`src/sv/iopd_pkg.sv`:
```
// ----------------------------------------------------------------------------
// iopd_pkg
// Shared types and constants for the I/O port decoder with serial receiver.
// ----------------------------------------------------------------------------
package iopd_pkg;

	localparam logic [7:0]  CTRL_ADDR_MAX = 8'h3F;
	localparam logic [7:0]  AB_ADDR_MIN   = 8'hC0;
	localparam logic [7:0]  AB_ADDR_MAX   = 8'hFE;
	localparam logic [7:0]  BM_ADDR_MIN   = 8'hC1;
	localparam logic [7:0]  CTRL_RESET    = 8'hFF;
	localparam logic [15:0] TPB_RESET     = 16'd100;

	// frame length in bit times; the last window index of the receiver
	localparam int unsigned FRAME_BITS = 10;
	localparam int unsigned TICK_W     = 20;
	localparam int unsigned WIN_W      = 4;

	// data bits collected plus the start mark
	localparam logic [WIN_W-1:0] BITS_FULL = 4'd9;

	typedef struct packed {
		logic       ctrl_wr;
		logic       rd_hit;
		logic [7:0] rd_data;
	} iopd_dec_t;

	typedef struct packed {
		logic       done;
		logic [7:0] data;
	} iopd_rx_t;

endpackage

```
`src/sv/iopd_decode.sv`:
```
// ----------------------------------------------------------------------------
// iopd_decode
// Address decode for one bus tick and the control register it loads.
// ----------------------------------------------------------------------------
module iopd_decode #(
	parameter int unsigned LINE_BIT = 7
) (
	input  logic                clk,
	input  logic                arst_n,
	input  logic                advance,
	input  logic                chip_disabled,
	input  logic                ioreq_n,
	input  logic                rd_n,
	input  logic                wr_n,
	input  logic [7:0]          address_low,
	input  logic [7:0]          write_data,
	input  logic [7:0]          port_ab_pins,
	input  logic [7:0]          port_bm_pins,
	output iopd_pkg::iopd_dec_t dec,
	output logic                line
);
	import iopd_pkg::*;

	logic [7:0] control_q;
	logic [7:0] control_next;
	logic       sel;

	assign sel = !chip_disabled && !ioreq_n;

	always_comb begin
		dec = '0;
		priority if (sel && !wr_n && address_low <= CTRL_ADDR_MAX && address_low[0]) begin
			dec.ctrl_wr = 1'b1;
		end else if (sel && !rd_n && address_low >= AB_ADDR_MIN && !address_low[0]
				&& address_low <= AB_ADDR_MAX) begin
			dec.rd_hit  = 1'b1;
			dec.rd_data = port_ab_pins;
		end else if (sel && !rd_n && address_low >= BM_ADDR_MIN && address_low[0]) begin
			dec.rd_hit  = 1'b1;
			dec.rd_data = port_bm_pins;
		end else begin
			dec = '0;
		end
	end

	// receiver samples the line after a write on the same tick
	assign control_next = dec.ctrl_wr ? write_data : control_q;
	assign line         = control_next[LINE_BIT];

	always_ff @(posedge clk or negedge arst_n) begin
		if (!arst_n) begin
			control_q <= CTRL_RESET;
		end else if (advance) begin
			control_q <= control_next;
		end
	end

endmodule

```
`src/sv/iopd_rx.sv`:
```
// ----------------------------------------------------------------------------
// iopd_rx
// 8N1 receiver on the bit-banged line, advanced once per bus tick.
// ----------------------------------------------------------------------------
module iopd_rx (
	input  logic               clk,
	input  logic               arst_n,
	input  logic               advance,
	input  logic               line,
	input  logic [15:0]        ticks_per_bit,
	output iopd_pkg::iopd_rx_t rx
);
	import iopd_pkg::*;

	logic              active_q;
	logic [TICK_W-1:0] ticks_q;
	logic [WIN_W-1:0]  bits_q;
	logic [7:0]        shift_q;

	logic [TICK_W-1:0] ticks_inc;
	logic [TICK_W-1:0] bit_t;
	logic [WIN_W-1:0]  win;

	assign ticks_inc = ticks_q + TICK_W'(1);
	assign bit_t     = TICK_W'(ticks_per_bit);

	// window index: largest k up to FRAME_BITS with ticks > k*T; bounds rise with k for nonzero T
	always_comb begin
		win = '0;
		for (int k = 1; k <= FRAME_BITS; k++) begin
			if (ticks_inc > TICK_W'(bit_t * TICK_W'(k)))
				win = WIN_W'(k);
		end
	end

	assign rx.done = active_q && (win == WIN_W'(FRAME_BITS)) && (bits_q == BITS_FULL);
	assign rx.data = rx.done ? shift_q : 8'h00;

	always_ff @(posedge clk or negedge arst_n) begin
		if (!arst_n) begin
			active_q <= 1'b0;
			ticks_q  <= '0;
			bits_q   <= '0;
			shift_q  <= '0;
		end else if (advance) begin
			if (!active_q) begin
				if (!line) begin
					active_q <= 1'b1;
					ticks_q  <= '0;
					bits_q   <= '0;
					shift_q  <= '0;
				end
			end else begin
				ticks_q <= ticks_inc;
				priority if (win == WIN_W'(FRAME_BITS)) begin
					active_q <= 1'b0;
				end else if (win >= WIN_W'(2)) begin
					if (bits_q == win - WIN_W'(1)) begin
						shift_q <= {line, shift_q[7:1]};
						bits_q  <= bits_q + WIN_W'(1);
					end
				end else if (win == WIN_W'(1)) begin
					bits_q <= WIN_W'(1);
				end else begin
					bits_q <= bits_q;
				end
			end
		end
	end

endmodule

```
`src/sv/io_port_decode_with_uart_rx_unit.sv`:
```
// ----------------------------------------------------------------------------
// io_port_decode_with_uart_rx_unit
// Bus tick decoder for control/port registers plus a serial byte receiver.
// ----------------------------------------------------------------------------
// Each input beat is one bus tick and yields exactly one result beat. The unit
// takes a beat every cycle while the output is not stalled: a tick sits in the
// input register, where it is decoded and advances the receiver, and its result
// then lands in the output register. A stalled output holds the input register
// and then in_ready. The user writes ticks_per_bit through the cfg channel only
// while no tick is in flight; the block itself does not enforce this.
module io_port_decode_with_uart_rx_unit #(
	parameter int unsigned LINE_BIT = 7
) (
	input  logic        clk,
	input  logic        arst_n,
	input  logic        cfg_valid,
	output logic        cfg_ready,
	input  logic [15:0] cfg_data,
	input  logic        in_valid,
	output logic        in_ready,
	input  logic        chip_disabled,
	input  logic        ioreq_n,
	input  logic        rd_n,
	input  logic        wr_n,
	input  logic [7:0]  address_low,
	input  logic [7:0]  write_data,
	input  logic [7:0]  port_ab_pins,
	input  logic [7:0]  port_bm_pins,
	output logic        out_valid,
	input  logic        out_ready,
	output logic [7:0]  read_data,
	output logic        read_valid,
	output logic [7:0]  rx_byte,
	output logic        rx_valid
);
	import iopd_pkg::*;

	logic [15:0] tpb_q;

	logic       valid_s1;
	logic       chip_disabled_s1;
	logic       ioreq_n_s1;
	logic       rd_n_s1;
	logic       wr_n_s1;
	logic [7:0] address_low_s1;
	logic [7:0] write_data_s1;
	logic [7:0] port_ab_pins_s1;
	logic [7:0] port_bm_pins_s1;

	logic       out_valid_q;
	logic [7:0] read_data_q;
	logic       read_valid_q;
	logic [7:0] rx_byte_q;
	logic       rx_valid_q;

	logic       advance;
	iopd_dec_t  dec;
	iopd_rx_t   rx;
	logic       line;

	assign cfg_ready = 1'b1;
	assign advance   = valid_s1 && (!out_valid_q || out_ready);
	assign in_ready  = !valid_s1 || advance;

	always_ff @(posedge clk or negedge arst_n) begin
		if (!arst_n) begin
			tpb_q <= TPB_RESET;
		end else if (cfg_valid) begin
			tpb_q <= cfg_data;
		end
	end

	always_ff @(posedge clk or negedge arst_n) begin
		if (!arst_n) begin
			valid_s1 <= 1'b0;
		end else if (in_ready) begin
			valid_s1 <= in_valid;
		end
	end

	always_ff @(posedge clk) begin
		if (in_ready && in_valid) begin
			chip_disabled_s1 <= chip_disabled;
			ioreq_n_s1       <= ioreq_n;
			rd_n_s1          <= rd_n;
			wr_n_s1          <= wr_n;
			address_low_s1   <= address_low;
			write_data_s1    <= write_data;
			port_ab_pins_s1  <= port_ab_pins;
			port_bm_pins_s1  <= port_bm_pins;
		end
	end

	iopd_decode #(
		.LINE_BIT(LINE_BIT)
	) u_decode (
		.clk          (clk),
		.arst_n       (arst_n),
		.advance      (advance),
		.chip_disabled(chip_disabled_s1),
		.ioreq_n      (ioreq_n_s1),
		.rd_n         (rd_n_s1),
		.wr_n         (wr_n_s1),
		.address_low  (address_low_s1),
		.write_data   (write_data_s1),
		.port_ab_pins (port_ab_pins_s1),
		.port_bm_pins (port_bm_pins_s1),
		.dec          (dec),
		.line         (line)
	);

	iopd_rx u_rx (
		.clk          (clk),
		.arst_n       (arst_n),
		.advance      (advance),
		.line         (line),
		.ticks_per_bit(tpb_q),
		.rx           (rx)
	);

	always_ff @(posedge clk or negedge arst_n) begin
		if (!arst_n) begin
			out_valid_q <= 1'b0;
		end else if (advance) begin
			out_valid_q <= 1'b1;
		end else if (out_ready) begin
			out_valid_q <= 1'b0;
		end
	end

	always_ff @(posedge clk) begin
		if (advance) begin
			read_data_q  <= dec.rd_data;
			read_valid_q <= dec.rd_hit;
			rx_byte_q    <= rx.data;
			rx_valid_q   <= rx.done;
		end
	end

	assign out_valid  = out_valid_q;
	assign read_data  = read_data_q;
	assign read_valid = read_valid_q;
	assign rx_byte    = rx_byte_q;
	assign rx_valid   = rx_valid_q;

endmodule

```
`config.mk`:
```
export PLATFORM = sky130hd
export DESIGN_NAME = io_port_decode_with_uart_rx_unit
export DESIGN_NICKNAME = d
export VERILOG_FILES = /design/src/sv/iopd_pkg.sv /design/src/sv/iopd_decode.sv /design/src/sv/iopd_rx.sv /design/src/sv/io_port_decode_with_uart_rx_unit.sv
export SDC_FILE = /design/constraint.sdc
export NUM_CORES = 1
export LEC_CHECK = 0
export ABC_AREA = 0
export BUFFER_PORTS_ARGS = -buffer_cell sky130_fd_sc_hd__buf_2
export CORE_ASPECT_RATIO = 0.9
export CORE_MARGIN = 1
export CORE_UTILIZATION = 49
export CTS_CLUSTER_SIZE = 16
export DETAILED_ROUTE_END_ITERATION = 8
export PLACE_DENSITY = 0.73
export SYNTH_ARGS = -nofsm -noshare
export SYNTH_HDL_FRONTEND = slang
export SYNTH_SLANG_ARGS = --single-unit
```
`constraint.sdc`:
```
create_clock -name clk -period 5.68 [get_ports clk]
set_input_delay 0.852 -clock clk [delete_from_list [all_inputs] [get_ports clk]]
set_output_delay 0.852 -clock clk [all_outputs]
set_load 0.01 [all_outputs]
```
**Yosys cells after proc, flatten, opt, wreduce, memory -nomap -nowiden**

Index checks and enable logic that the tools add are counted.
W data, S select, Z words.

- Output and inout port bits: 21
- Input bits: 57
- Bits in registers: 113
- Logic and storage cells: 115

- $add $sub $neg: 3
- $mul: 6
- Muxes and demuxes: 32
- Reductions and logical operators: 28
- Equal/unequal tests: 10
- Order comparisons: 15

Operators by type and width:

| kind | number |
|---|---|
| $gt A20 B20 Y1 | 6 |
| $mux W4 | 15 |
| $mul A16 B3 Y19 const B | 3 |
| $mux W8 | 6 |
| $mux W20 | 2 |
| $mul A16 B2 Y18 const B | 2 |
| $add A20 B1 Y20 const B | 1 |
| $gt A20 B16 Y1 | 1 |
| $gt A20 B17 Y1 | 1 |
| $gt A20 B18 Y1 | 1 |
| $gt A20 B19 Y1 | 1 |
| $mul A16 B4 Y20 const B | 1 |
| $mux W9 | 2 |
| $ge A8 B8 Y1 const B | 2 |
| $logic_and A1 B1 Y1 | 14 |
| $reduce_and A5 Y1 | 2 |
| $eq A4 B4 Y1 const B | 2 |
| $le A8 B6 Y1 const B | 1 |
| $le A8 B8 Y1 const B | 1 |
| $logic_not A1 Y1 | 7 |
| $mux W1 | 7 |
| $ne A2 B2 Y1 const B | 3 |
| $ne A3 B3 Y1 const B | 2 |
| $add A4 B1 Y4 const B | 1 |
| 8 further kinds | 10 |

**Logic depth before layout (Yosys ltp)**

Gate-level depths: netlist of the first run.

- Depth in word-level cells: 18
- Mapped depth: 35
- Depth with buffers taken out: 34

**Hierarchy**

A second synthesis of the first run with hierarchy kept.

- Cell total of the unflattened synthesis: 1246
- Area total of the unflattened synthesis: 12010.3 um^2

By module, submodules not included:

| module | area each (um^2) | cells an instance | instances | sequential area each (um^2) |
|---|---|---|---|---|
| iopd_rx | 9405.3 | 1122 | 1 | 825.8 |
| io_port_decode_with_uart_rx_unit | 2374.8 | 98 | 1 | 2075.7 |
| iopd_decode | 230.2 | 26 | 1 | 26.3 |

**Worst setup path after synthesis of the first run**

No wires, ideal clock.

- Path kind: reg-to-reg
- Start: register tpb_q[5]
- End: register u_rx.shift_q[7]
- Stages on the path, launching flop included: 34
- Library setup time: 0.126 ns
- Path buffers: 1
- Clock period less this slack: 6.252 ns
- Required time: 5.554 ns
- Path slack: -0.572 ns
- Arrival time: 6.126 ns
- Cell sequence: dfstp_2 -> ha_1 -> ha_1 -> nor2b_1 -> o21ai_0 -> a21boi_0 -> o21ai_0 -> a21boi_0 -> o21ai_0 -> a21boi_0 -> o21ai_0 -> a21oi_1 -> o21a_1 -> o21ai_0 -> nand3_1 -> o311a_1 -> ha_1 -> nand2_1 -> nor3_1 -> nand4_1 -> nand2b_1 -> a31oi_1 -> a211o_1 -> a21oi_1 -> o31ai_1 -> nand2b_1 -> ha_1 -> xnor2_1 -> nor3_1 -> o221ai_1 -> a21o_1 -> buf_6 -> nor4_1 -> a311o_1

- Cells in the longest elaborated chain, start to end: 15
- Elaborated cells on any way between the ends: 34
- Classes of those cells: add/sub (1); mul (6); order compare (11); eq/ne (5); mux (10); reduce/logical (1)

Ends and longest elaborated chain:

| element | RTL line | text |
|---|---|---|
| from (decl) | io_port_decode_with_uart_rx_unit.sv:38 | `logic [15:0] tpb_q;` |
| from (signal assigned) | io_port_decode_with_uart_rx_unit.sv:69 | `tpb_q <= cfg_data;` |
| branches (longest 10 deep; another with $gt A20 B20 Y1) | n/a |  |
| $mux W4 * | iopd_rx.sv:31 | `if (ticks_inc > TICK_W'(bit_t * TICK_W'(k)))` |
| $sub A4 B1 Y4 | iopd_rx.sv:58 | `if (bits_q == win - WIN_W'(1)) begin` |
| $eq A4 B4 Y1 | iopd_rx.sv:58 |  |
| $ne A2 B2 Y1 (no source line) | n/a |  |
| $reduce_and A5 Y1 (no source line) * | n/a |  |
| to (signal assigned) | iopd_rx.sv:59 | `shift_q <= {line, shift_q[7:1]};` |
| to (decl) | iopd_rx.sv:18 | `logic [7:0] shift_q;` |

Mark *: on every way between the ends.
A chain may end at the register's enable or synchronous reset.

**Worst setup path after layout of the first run**

- Start: register tpb_q[1]
- End: register u_rx.bits_q[2]

- Cells in the longest elaborated chain, start to end: 15
- Elaborated cells on any way between the ends: 38
- Classes of those cells: add/sub (1); mul (6); order compare (11); eq/ne (6); mux (13); reduce/logical (1)

Ends and longest elaborated chain:

| element | RTL line | text |
|---|---|---|
| branches (longest 10 deep; another with $gt A20 B20 Y1) | n/a |  |
| $mux W4 * | iopd_rx.sv:31 |  |
| $sub A4 B1 Y4 / $ge A4 B2 Y1 (equally long branches) | iopd_rx.sv:58, iopd_rx.sv:57 |  |
| $eq A4 B4 Y1 / $mux W4 (equally long branches) | iopd_rx.sv:58, iopd_rx.sv:57 |  |
| $ne A3 B3 Y1 (no source line) / $mux W4 (equally long branches) | n/a |  |
| $reduce_and A5 Y1 (no source line) / $mux W4 (equally long branches) | n/a |  |
| to (signal assigned) | iopd_rx.sv:60 | `bits_q <= bits_q + WIN_W'(1);` |
| to (signal assigned) | iopd_rx.sv:65 | `bits_q <= bits_q;` |
| to (decl) | iopd_rx.sv:17 | `logic [WIN_W-1:0] bits_q;` |

Mark *: on every way between the ends. The select of a mux whose other input is x is not followed.

==> flow_summary.yaml, run 1 <==
run_status:
  outcome: "complete, but fails checks"
  failed_checks: "setup timing"
synthesis:
  synth_area_per_cell_sq_um: 8.96
  async_flop_share: 0.553
  syn-cell-area_sq_mm: 0.0115
  synthCells: 1284
  synth-seq-cells: 94
  synth-simple-area-share: 0.154
  yosysUniqueCellTypes: 81
  synth_xor_area_frac: 0.0502
  synth_top_family_by_area: "adder cells"
  yosysSeqAreaShare: 0.223
  synthAdderAreaFrac: 0.308
  yosys_warnings: 0
  synth_edf_count: 42
  syn-num-nets: 1613
  synth_ff_type: "dfrtp_1"
  synth_compound_area_frac: 0.213
  synthMuxAreaShare: 0.0105
floorplanning:
  boundaryPins: 78
  initial_core_util: 0.505
  core_sq_mm: 0.0228
  fp-row-count: 52
  die_x_um: 164
  fp.dieH_um: 147
  dieArea_sq_mm: 0.0241
sta:
  drv_slew: 0
  finalSetupViolCount: 22
  rsz0062_at_grt: "true"
  tightest_slew_ns: 1.06
  layout_min_cycle_time_ns: 6.54
  max_slew_margin: 0.291
  finalCritPeriodShare: 1.15
  fin_ws_ns: -0.864
  skew_ns: 0.0152
  hold_viol_final: 0
  max_freq_ghz: 0.153
route:
  drc: 0
  totalWireLength_um: 35300
  routedWlPerCell_um: 18.7
  vias: 11200
  final_antenna_net_count: 0
  firstDrtPassIters: 5
  first_iter_violations: 858
  viasPerCell: 5.97
placement:
  place_inst: 1819
  gp_congestion: 0.911
  hpwl_um: 27200
  numPortBuffers: 64
final_layout:
  drive_above_1_share: 0.287
  area_delta_synth_final_pct: 30.3
  fin_nets: 1911
  stdcell_count: 1884
  final_util: 0.658
  diodes: 0
run:
  drv_cap: 0
clock_network:
  cts_tree: "built"
  cts_sinks: 94
  cts-root-buf: "clkbuf_16"
  clock_path_buffers: 2
  htreeDepth: 3
  cts-buffers-inserted: 9
  clk_pin_slew_ns: 0.07
  clk_latency_ns: 0.36
  cts_hold_buffers: 0
power:
  total_power_uw: 4500
  leakage_uw: 0.00747
  p_per_area_mw_per_mm2: 300
  vdd_ir_drop_max_mv: 0.165
global_route:
  grt_antenna_before_repair: 0
  grt_max_degree: 53
  first_global_vias: 11000
  grt_use_total: 0.296
  grt_pass1_wl_um: 55900
  grt_remaining_overflow: 0
worst_setup_path:
  crit_arrival_ns: 6.77
  required_ns: 5.91
  startpoint_type: "flop"
  critPathKind: "flop to flop"
  cp_common_cell: "buf_4"
  cp_slowest_stage_delay_ns: 0.55
  crit_family: "compound AO/OA/AOI/OAI gates"
  crit_slowest_cell: "or4_4"
  cp_num_cells: 32
  rr_worst_depth: 32
  path_buf_inv: 11
  endpoint_kind: "flop"
  cp_max_fo: 10
min_path:
  hold_class: "flop to flop"
  hold_depth: 1
==> registers in the layout, indices dropped and copies added, names as in the netlist, 3 cells and up <==
signal and cells:
rx_byte 8, u_rx.bits_q 4, port_ab_pins_s1 8, u_rx.ticks_q 20, tpb_q 16, address_low_s1 3, port_bm_pins_s1 8, read_data 8
u_rx.shift_q 8
==> repair_timing <==
item	in CTS	in global routing
pin swaps	59	63
cloned	1	0
gates resized for setup	53	47
setup buffers	31	20
endpoints found under the setup margin	22	22
==> cell families after synthesis <==
group	after synthesis
compound gates	376
xor+xnor	66
fa+ha+maj	272
buf+inv	121
flops	94
mux	12
other cells	1
simple gates	342
==> worst paths after layout <==
check | start | to | slack, ns
setup / recovery | tpb_q[1] | u_rx.bits_q[2] | -0.86
max in group asynchronous | arst_n | tpb_q[3] | 4.50
min in group asynchronous | arst_n | u_rx.shift_q[5] | 0.63
hold reg to reg | valid_s1 | out_valid | 0.52
hold / removal | valid_s1 | out_valid | 0.52
setup reg to reg | tpb_q[1] | u_rx.bits_q[2] | -0.86
==> placed cells by master (no fill, tap or decap), drive strengths merged, types with 44 or more instances in the layout <==
cell	synthesis	routed
a21oi	99	99
buf	4	308
o21ai	85	85
nand2	97	97
ha	253	253
xnor2	44	44
dfrtp	48	48
nor2	52	52
inv	97	99
==> routing by layer <==
| layer | wire length [um] | track usage | vias up |
|---|---|---|---|
| met3 | 2940 | 0.0584 | 68 |
| met5 | 0 | 0 | - |
| li1 | - | - | 5418 |
| met1 | 15700 | 0.415 | 5350 |
| met4 | 676 | 0.0620 | 0 |
| met2 | 16000 | 0.471 | 406 |
==> per-stage QoR <==
stage	hold WS [ns]	instance area, sq um	setup WS (ns)	setup TNS, ns
floorplan	0.463	11700	-0.176	-1.37
global placement	0.477	13900	-0.752	-10.81
detailed placement	0.489	13900	-1.12	-17.56
CTS	0.520	14700	-0.790	-11.66
global route	0.539	15000	-1.09	-19.23
finish	0.522	15000	-0.864	-14.70
==> cells in the mapped netlist (13+ instances only) <==
| cell | n | share of area |
|---|---|---|
| nand2b_1 | 16 | 0.0087 |
| nand3_1 | 41 | 0.018 |
| dfrtp_1 | 48 | 0.10 |
| xor2_1 | 22 | 0.017 |
| clkbuf_1 | 18 | 0.0059 |
| a21oi_1 | 98 | 0.043 |
| xnor2_1 | 44 | 0.033 |
| inv_1 | 95 | 0.031 |
| ha_1 | 253 | 0.28 |
| o211ai_1 | 25 | 0.016 |
| o21a_1 | 16 | 0.010 |
| nor2_1 | 52 | 0.017 |
| a21o_1 | 40 | 0.026 |
| nor2b_1 | 13 | 0.0071 |
| o21ai_0 | 84 | 0.037 |
| nand2_1 | 97 | 0.032 |
| a211oi_1 | 14 | 0.0091 |
| fa_1 | 19 | 0.033 |
| edfxtp_1 | 42 | 0.11 |
| nand4_1 | 34 | 0.018 |
| and3_1 | 15 | 0.0082 |
==> power by group <==
| group | switching [uW] | leakage [uW] | internal, uW |
|---|---|---|---|
| clock network | 290 | 0.000146 | 349 |
| logic | 1600 | 0.00627 | 1320 |
| registers | 129 | 0.00106 | 814 |
| total | 2020 | 0.00747 | 2480 |
==> cell type report <==
class	instances	area, sq um
Clock buffer	11	233
Clock inverter	5	67.6
Inverter	99	372
Timing Repair Buffer	308	2240
Multi-Input combinational cell	1070	9130
Fill cell	1877	7780
Sequential cell	94	2580
Tap cell	297	372
No activity file was read; power rests on OpenSTA's default activity.
==> inputs of run 2 (changes only) <==
--- a/config.mk
+++ b/config.mk
@@ -12,7 +12,7 @@
 export CORE_UTILIZATION = 49
 export CTS_CLUSTER_SIZE = 16
 export DETAILED_ROUTE_END_ITERATION = 8
-export PLACE_DENSITY = 0.73
+export PLACE_DENSITY = 0.71
 export SYNTH_ARGS = -nofsm -noshare
 export SYNTH_HDL_FRONTEND = slang
 export SYNTH_SLANG_ARGS = --single-unit
==> constraint.sdc (replaced) <==
create_clock -name clk -period 8.05 [get_ports clk]
set_input_delay 1.2075 -clock clk [delete_from_list [all_inputs] [get_ports clk]]
set_output_delay 1.2075 -clock clk [all_outputs]
set_load 0.01 [all_outputs]
==> run 2 against run 1 <==
Compared with the run above: the flow now finishes without violations; via count is 11% lower; sequential cell count unchanged; die area unchanged; first-iteration DRC count decreased by 4.9%; non-clock buffer count fell by 221; maximum frequency decreased by 12%; power down 42%; clock skew shrank 0.0043 ns; count of clock-buffer cells in the layout shrank 2; combinational power fell by 49%; wire length down 14%; critical endpoint is now u_rx.bits_q[3]; largest cell class unchanged; highest routed layer unchanged.
==> flow_summary.yaml, run 2 (same netlist as run 1, synthesis figures left out) <==
sta:
  hold_slack_ns: 0.495
  tns_ns: 0
  drv_slew: 0
  tightest_slew_ns: 1.04
  rsz0062_at_grt: "false"
  finalSetupViolCount: 0
  layout_min_cycle_time_ns: 7.45
  hold_viol_final: 0
  skew_ns: 0.0109
  finalCritPeriodShare: 0.925
  max_slew_margin: 0.309
  max_freq_ghz: 0.134
clock_network:
  htreeDepth: 3
  clk_pin_slew_ns: 0.08
  cts-buffers-inserted: 9
  cts_tree: "built"
  clk_latency_ns: 0.35
  cts_hold_buffers: 0
  cts-root-buf: "clkbuf_16"
  clock_path_buffers: 2
  cts_sinks: 94
worst_setup_path:
  crit_slowest_cell: "dfrtp_2"
  startpoint: "tpb_q[3]"
  crit_arrival_ns: 7.69
  required_ns: 8.29
  critPathKind: "flop to flop"
  startpoint_type: "flop"
  rr_worst_depth: 34
  r2r_start: "tpb_q[3]"
  cp_slowest_stage_delay_ns: 0.52
  endpoint_kind: "flop"
  cp_max_fo: 13
final_layout:
  top_register: "u_rx.ticks_q"
  diodes: 0
  final_common_cell: "ha_1"
  largest_reg_flops: 20
  reg.largest.list: "u_rx.ticks_q x20, tpb_q x16"
  mostFrequentLayoutCells: "ha_1 (253), a21oi_1 (97), nand2_1 (97), inv_1 (95), o21ai_0 (80)"
  area_delta_synth_final_pct: 9.59
  fin_nets: 1689
  drive_above_1_share: 0.100
  n_fill_cell: 2100
floorplanning:
  fp.dieH_um: 147
  die_x_um: 164
  core_sq_mm: 0.0228
  dieArea_sq_mm: 0.0241
  boundaryPins: 78
  initial_core_util: 0.505
  fp-row-count: 52
power:
  clockPowerShare: 0.166
  p_int_uw: 1400
  combPwrFrac: 0.575
  leakage_uw: 0.00627
  switching_share: 0.462
  p_switching_uw: 1210
  vdd_ir_drop_max_mv: 0.136
  seqPwrFrac: 0.259
  p_per_area_mw_per_mm2: 207
run_status:
  outcome: "finished, final reports clean"
route:
  first_iter_violations: 816
  routedWlPerCell_um: 18.2
  drc: 0
  vias: 10000
  final_antenna_net_count: 0
  viasPerCell: 6.03
  totalWireLength_um: 30200
  firstDrtPassIters: 5
run:
  drv_cap: 0
placement:
  numPortBuffers: 64
  gp_congestion: 0.929
  hpwl_um: 23800
global_route:
  first_global_vias: 9319
  grt_max_degree: 53
  grtUsageMet1: 0.390
  grt_busiest_layer: "met1"
  met2_usage: 0.386
  grt_remaining_overflow: 0
  grt_use_total: 0.256
  grt_use_met3: 0.0390
  grt_antenna_before_repair: 0
  grt_pass1_wl_um: 48700
min_path:
  min-delay-start: "valid_s1"
  hold_class: "flop to flop"
  hold_depth: 1
-- run 2: cell count changes in the layout (fill, tap and decap cells not counted), sizes merged --
cell,before,now
clkinv,4,5
bufinv,1,0
inv,99,100
clkbuf,11,9
clkinvlp,0,1
buf,308,87
nor3,13,12
-- run 2: power groups by stage --
stage | Combinational (uW) | Clock, uW | Sequential (uW)
global placement | 1410 | 0 | 680
CTS | 1470 | 440 | 674
global route | 1690 | 458 | 689
detailed placement | 1460 | 0 | 684
floorplan | 1120 | 0 | 649
finish | 1500 | 433 | 676
-- run 2: through the flow --
stage	worst slack (ns)	instances	total power [uW]	cell area, sq um	utilization
detailed placement	0.317	1642	2140	12300	0.538
global route	0.0202	1662	2830	12600	0.554
floorplan	1.80	1284	1770	11500	-
global placement	0.543	1642	2090	12300	0.538
finish	0.604	1662	2610	12600	0.554
CTS	0.252	1658	2580	12600	0.551
-- run 2: area by class of cell --
cell class / count / area (sq um) / share of cell area
clock buffers: 9 / 225 / 0.0179
clock inverters: 7 / 75.1 / 0.00595
inverters: 99 / 372 / 0.0295
multi-input cells: 1069 / 8510 / 0.674
flip-flops and latches: 94 / 2570 / 0.204
well taps: 297 / 372 / 0.0295
repair buffers: 87 / 493 / 0.0391
-- run 2: what timing repair did --
item	in CTS	in global routing
buffers inserted	0	4
resized for setup	0	13
setup endpoints to repair	0	12
-- run 2: final timing paths --
kind / endpoint / slack [ns]
min in group asynchronous: u_rx.shift_q[2] / 0.98
max in group asynchronous: tpb_q[1] / 6.53
worst max register to register: u_rx.bits_q[3] / 0.60
worst min-delay path: out_valid / 0.50
worst max-delay path: u_rx.bits_q[3] / 0.60
worst min register to register: out_valid / 0.50
-- run 2: worst max-delay path, delay by kind of cell, from the launching register on --
| family | cells | cell delay [ns] |
|---|---|---|
| AND/OR/NAND/NOR | 7 | 1.03 |
| buffers and inverters | 1 | 0.08 |
| AO/OA/AOI/OAI | 20 | 4.18 |
| adder cells (fa/ha/maj) | 5 | 1.29 |
| XOR/XNOR | 1 | 0.19 |
| flip-flops | 1 | 0.52 |
-- run 2: per-layer routing --
layer,share of wire,up-vias
met1,0.50,4720
met4,0.0088,0
met3,0.068,26
met2,0.42,295
met5,0,-
li1,-,4982
==> inputs of run 3 (changes only) <==
==> constraint.sdc (replaced) <==
create_clock -name clk -period 9.01 [get_ports clk]
set_input_delay 1.3515 -clock clk [delete_from_list [all_inputs] [get_ports clk]]
set_output_delay 1.3515 -clock clk [all_outputs]
set_load 0.01 [all_outputs]
==> run 3 against run 2 <==
Compared with the run above: die area unchanged; largest cell class unchanged; critical endpoint is now u_rx.shift_q[7]; critical path type unchanged; sequential cell count unchanged; non-clock buffer count down 11.
==> flow_summary.yaml, run 3 (same netlist as run 1, synthesis figures left out) <==
worst_setup_path:
  cp_max_fo: 13
  required_ns: 9.24
  critPathKind: "flop to flop"
  crit_slowest_cell: "dfstp_2"
  cp_slowest_stage_delay_ns: 0.75
  startpoint_type: "flop"
  endpoint_kind: "flop"
  cp_common_cell: "o21ai_0"
  crit_arrival_ns: 8.51
placement:
  numPortBuffers: 64
  place_area_sq_mm: 0.0122
  hpwl_um: 23800
  gp_congestion: 0.903
  place_inst: 1635
global_route:
  grt_antenna_before_repair: 0
  grt_use_total: 0.262
  grt_pass1_wl_um: 49800
  first_global_vias: 9624
  grt_remaining_overflow: 0
  grt_max_degree: 53
clock_network:
  clk_latency_ns: 0.35
  cts-buffers-inserted: 9
  cts_setup_buffers: 0
  htreeDepth: 3
  clk_pin_slew_ns: 0.08
  cts_hold_buffers: 0
  cts-root-buf: "clkbuf_16"
  clock_path_buffers: 2
  ctsResizeCount: 0
  cts_tree: "built"
  cts_sinks: 94
final_layout:
  mostFrequentLayoutCells: "ha_1 (253), a21oi_1 (98), nand2_1 (97), inv_1 (95), o21ai_0 (83)"
  fin_area_sq_mm: 0.0125
  diodes: 0
  fin_nets: 1678
  n_fill_cell: 2079
  area_delta_synth_final_pct: 8.59
  stdcell_count: 1651
  top_register: "u_rx.ticks_q"
  drive_above_1_share: 0.0864
  largest_reg_flops: 20
  reg.largest.list: "u_rx.ticks_q x20, tpb_q x16"
  final_common_cell: "ha_1"
route:
  routedWlPerCell_um: 18.5
  viasPerCell: 6.03
  final_antenna_net_count: 0
  vias: 9952
  firstDrtPassIters: 5
  drc: 0
  totalWireLength_um: 30600
  first_iter_violations: 681
floorplanning:
  boundaryPins: 78
  die_x_um: 164
  dieArea_sq_mm: 0.0241
  fp.dieH_um: 147
  core_sq_mm: 0.0228
  fp-row-count: 52
  initial_core_util: 0.505
sta:
  max_freq_ghz: 0.121
  tns_ns: 0
  hold_viol_final: 0
  drv_slew: 0
  tightest_slew_ns: 1.11
  rsz0062_at_grt: "false"
  max_slew_margin: 0.262
  finalCritPeriodShare: 0.919
  skew_ns: 0.0136
  layout_min_cycle_time_ns: 8.28
  finalSetupViolCount: 0
power:
  total_power_uw: 2320
  vdd_ir_drop_max_mv: 0.0879
  leakage_uw: 0.00622
  p_per_area_mw_per_mm2: 185
run:
  drv_cap: 0
run_status:
  outcome: "finished, final reports clean"
min_path:
  hold_class: "flop to flop"
## run 3: changes by cell type in the layout (fill, tap and decap cells not counted), moves of 2 or more
cell     previous run  this run
buf_4              23        12
dfrtp_1            45        48
dfrtp_2             3         0
o21ai_0            80        83
a31oi_1             7         9
a31oi_2             2         0
o21ai_1             4         2
## run 3: layer usage
metal | vias up | global-route usage | wire (um)
met1 | 4720 | 0.390 | 15100
met2 | 250 | 0.392 | 13000
met5 | - | 0 | 0
met3 | 33 | 0.0480 | 2050
li1 | 4949 | - | -
met4 | 0 | 0.0556 | 455
## run 3: final timing paths
check | from | to | slack [ns] | cells past startpoint
max | tpb_q[6] | u_rx.shift_q[7] | 0.73 | 31
min | valid_s1 | out_valid | 0.51 | 1
max reg2reg | tpb_q[6] | u_rx.shift_q[7] | 0.73 | 31
min reg2reg | valid_s1 | out_valid | 0.51 | 1
max in group asynchronous | arst_n | u_rx.ticks_q[4] | 7.39 | 2
min in group asynchronous | arst_n | u_rx.shift_q[5] | 1.13 | 2
## run 3: power by group
group          internal, uW  switching, uW  leakage, uW
Combinational           537            783      0.00501
Clock                   197            190     0.000144
Sequential              512           96.8      0.00106
Total                  1250           1070      0.00622
## run 3: through the flow
step	util	setup WS, ns	hold WS (ns)
floorplan	-	2.76	0.463
global placement	0.536	1.19	0.477
detailed placement	0.536	0.952	0.500
CTS	0.549	0.871	0.507
global route	0.549	0.154	0.542
finish	0.549	0.731	0.511
## run 3: cell type report
type | count | area, sq um | share of cell area
clock inverter | 7 | 75.1 | 0.00601
multi-input combinational | 1069 | 8480 | 0.678
tap | 297 | 372 | 0.0297
sequential | 94 | 2570 | 0.205
inverter | 99 | 372 | 0.0297
clock buffer | 9 | 225 | 0.0180
timing repair buffer | 76 | 410 | 0.0328
## run 3: worst max-delay path: cells and delay by family (launching register included)
| kind | cells | cell delay [ns] |
|---|---|---|
| simple gates | 9 | 1.63 |
| xor+xnor | 2 | 0.28 |
| flops | 1 | 0.75 |
| fa+ha+maj | 4 | 1.15 |
| compound gates | 16 | 4.30 |
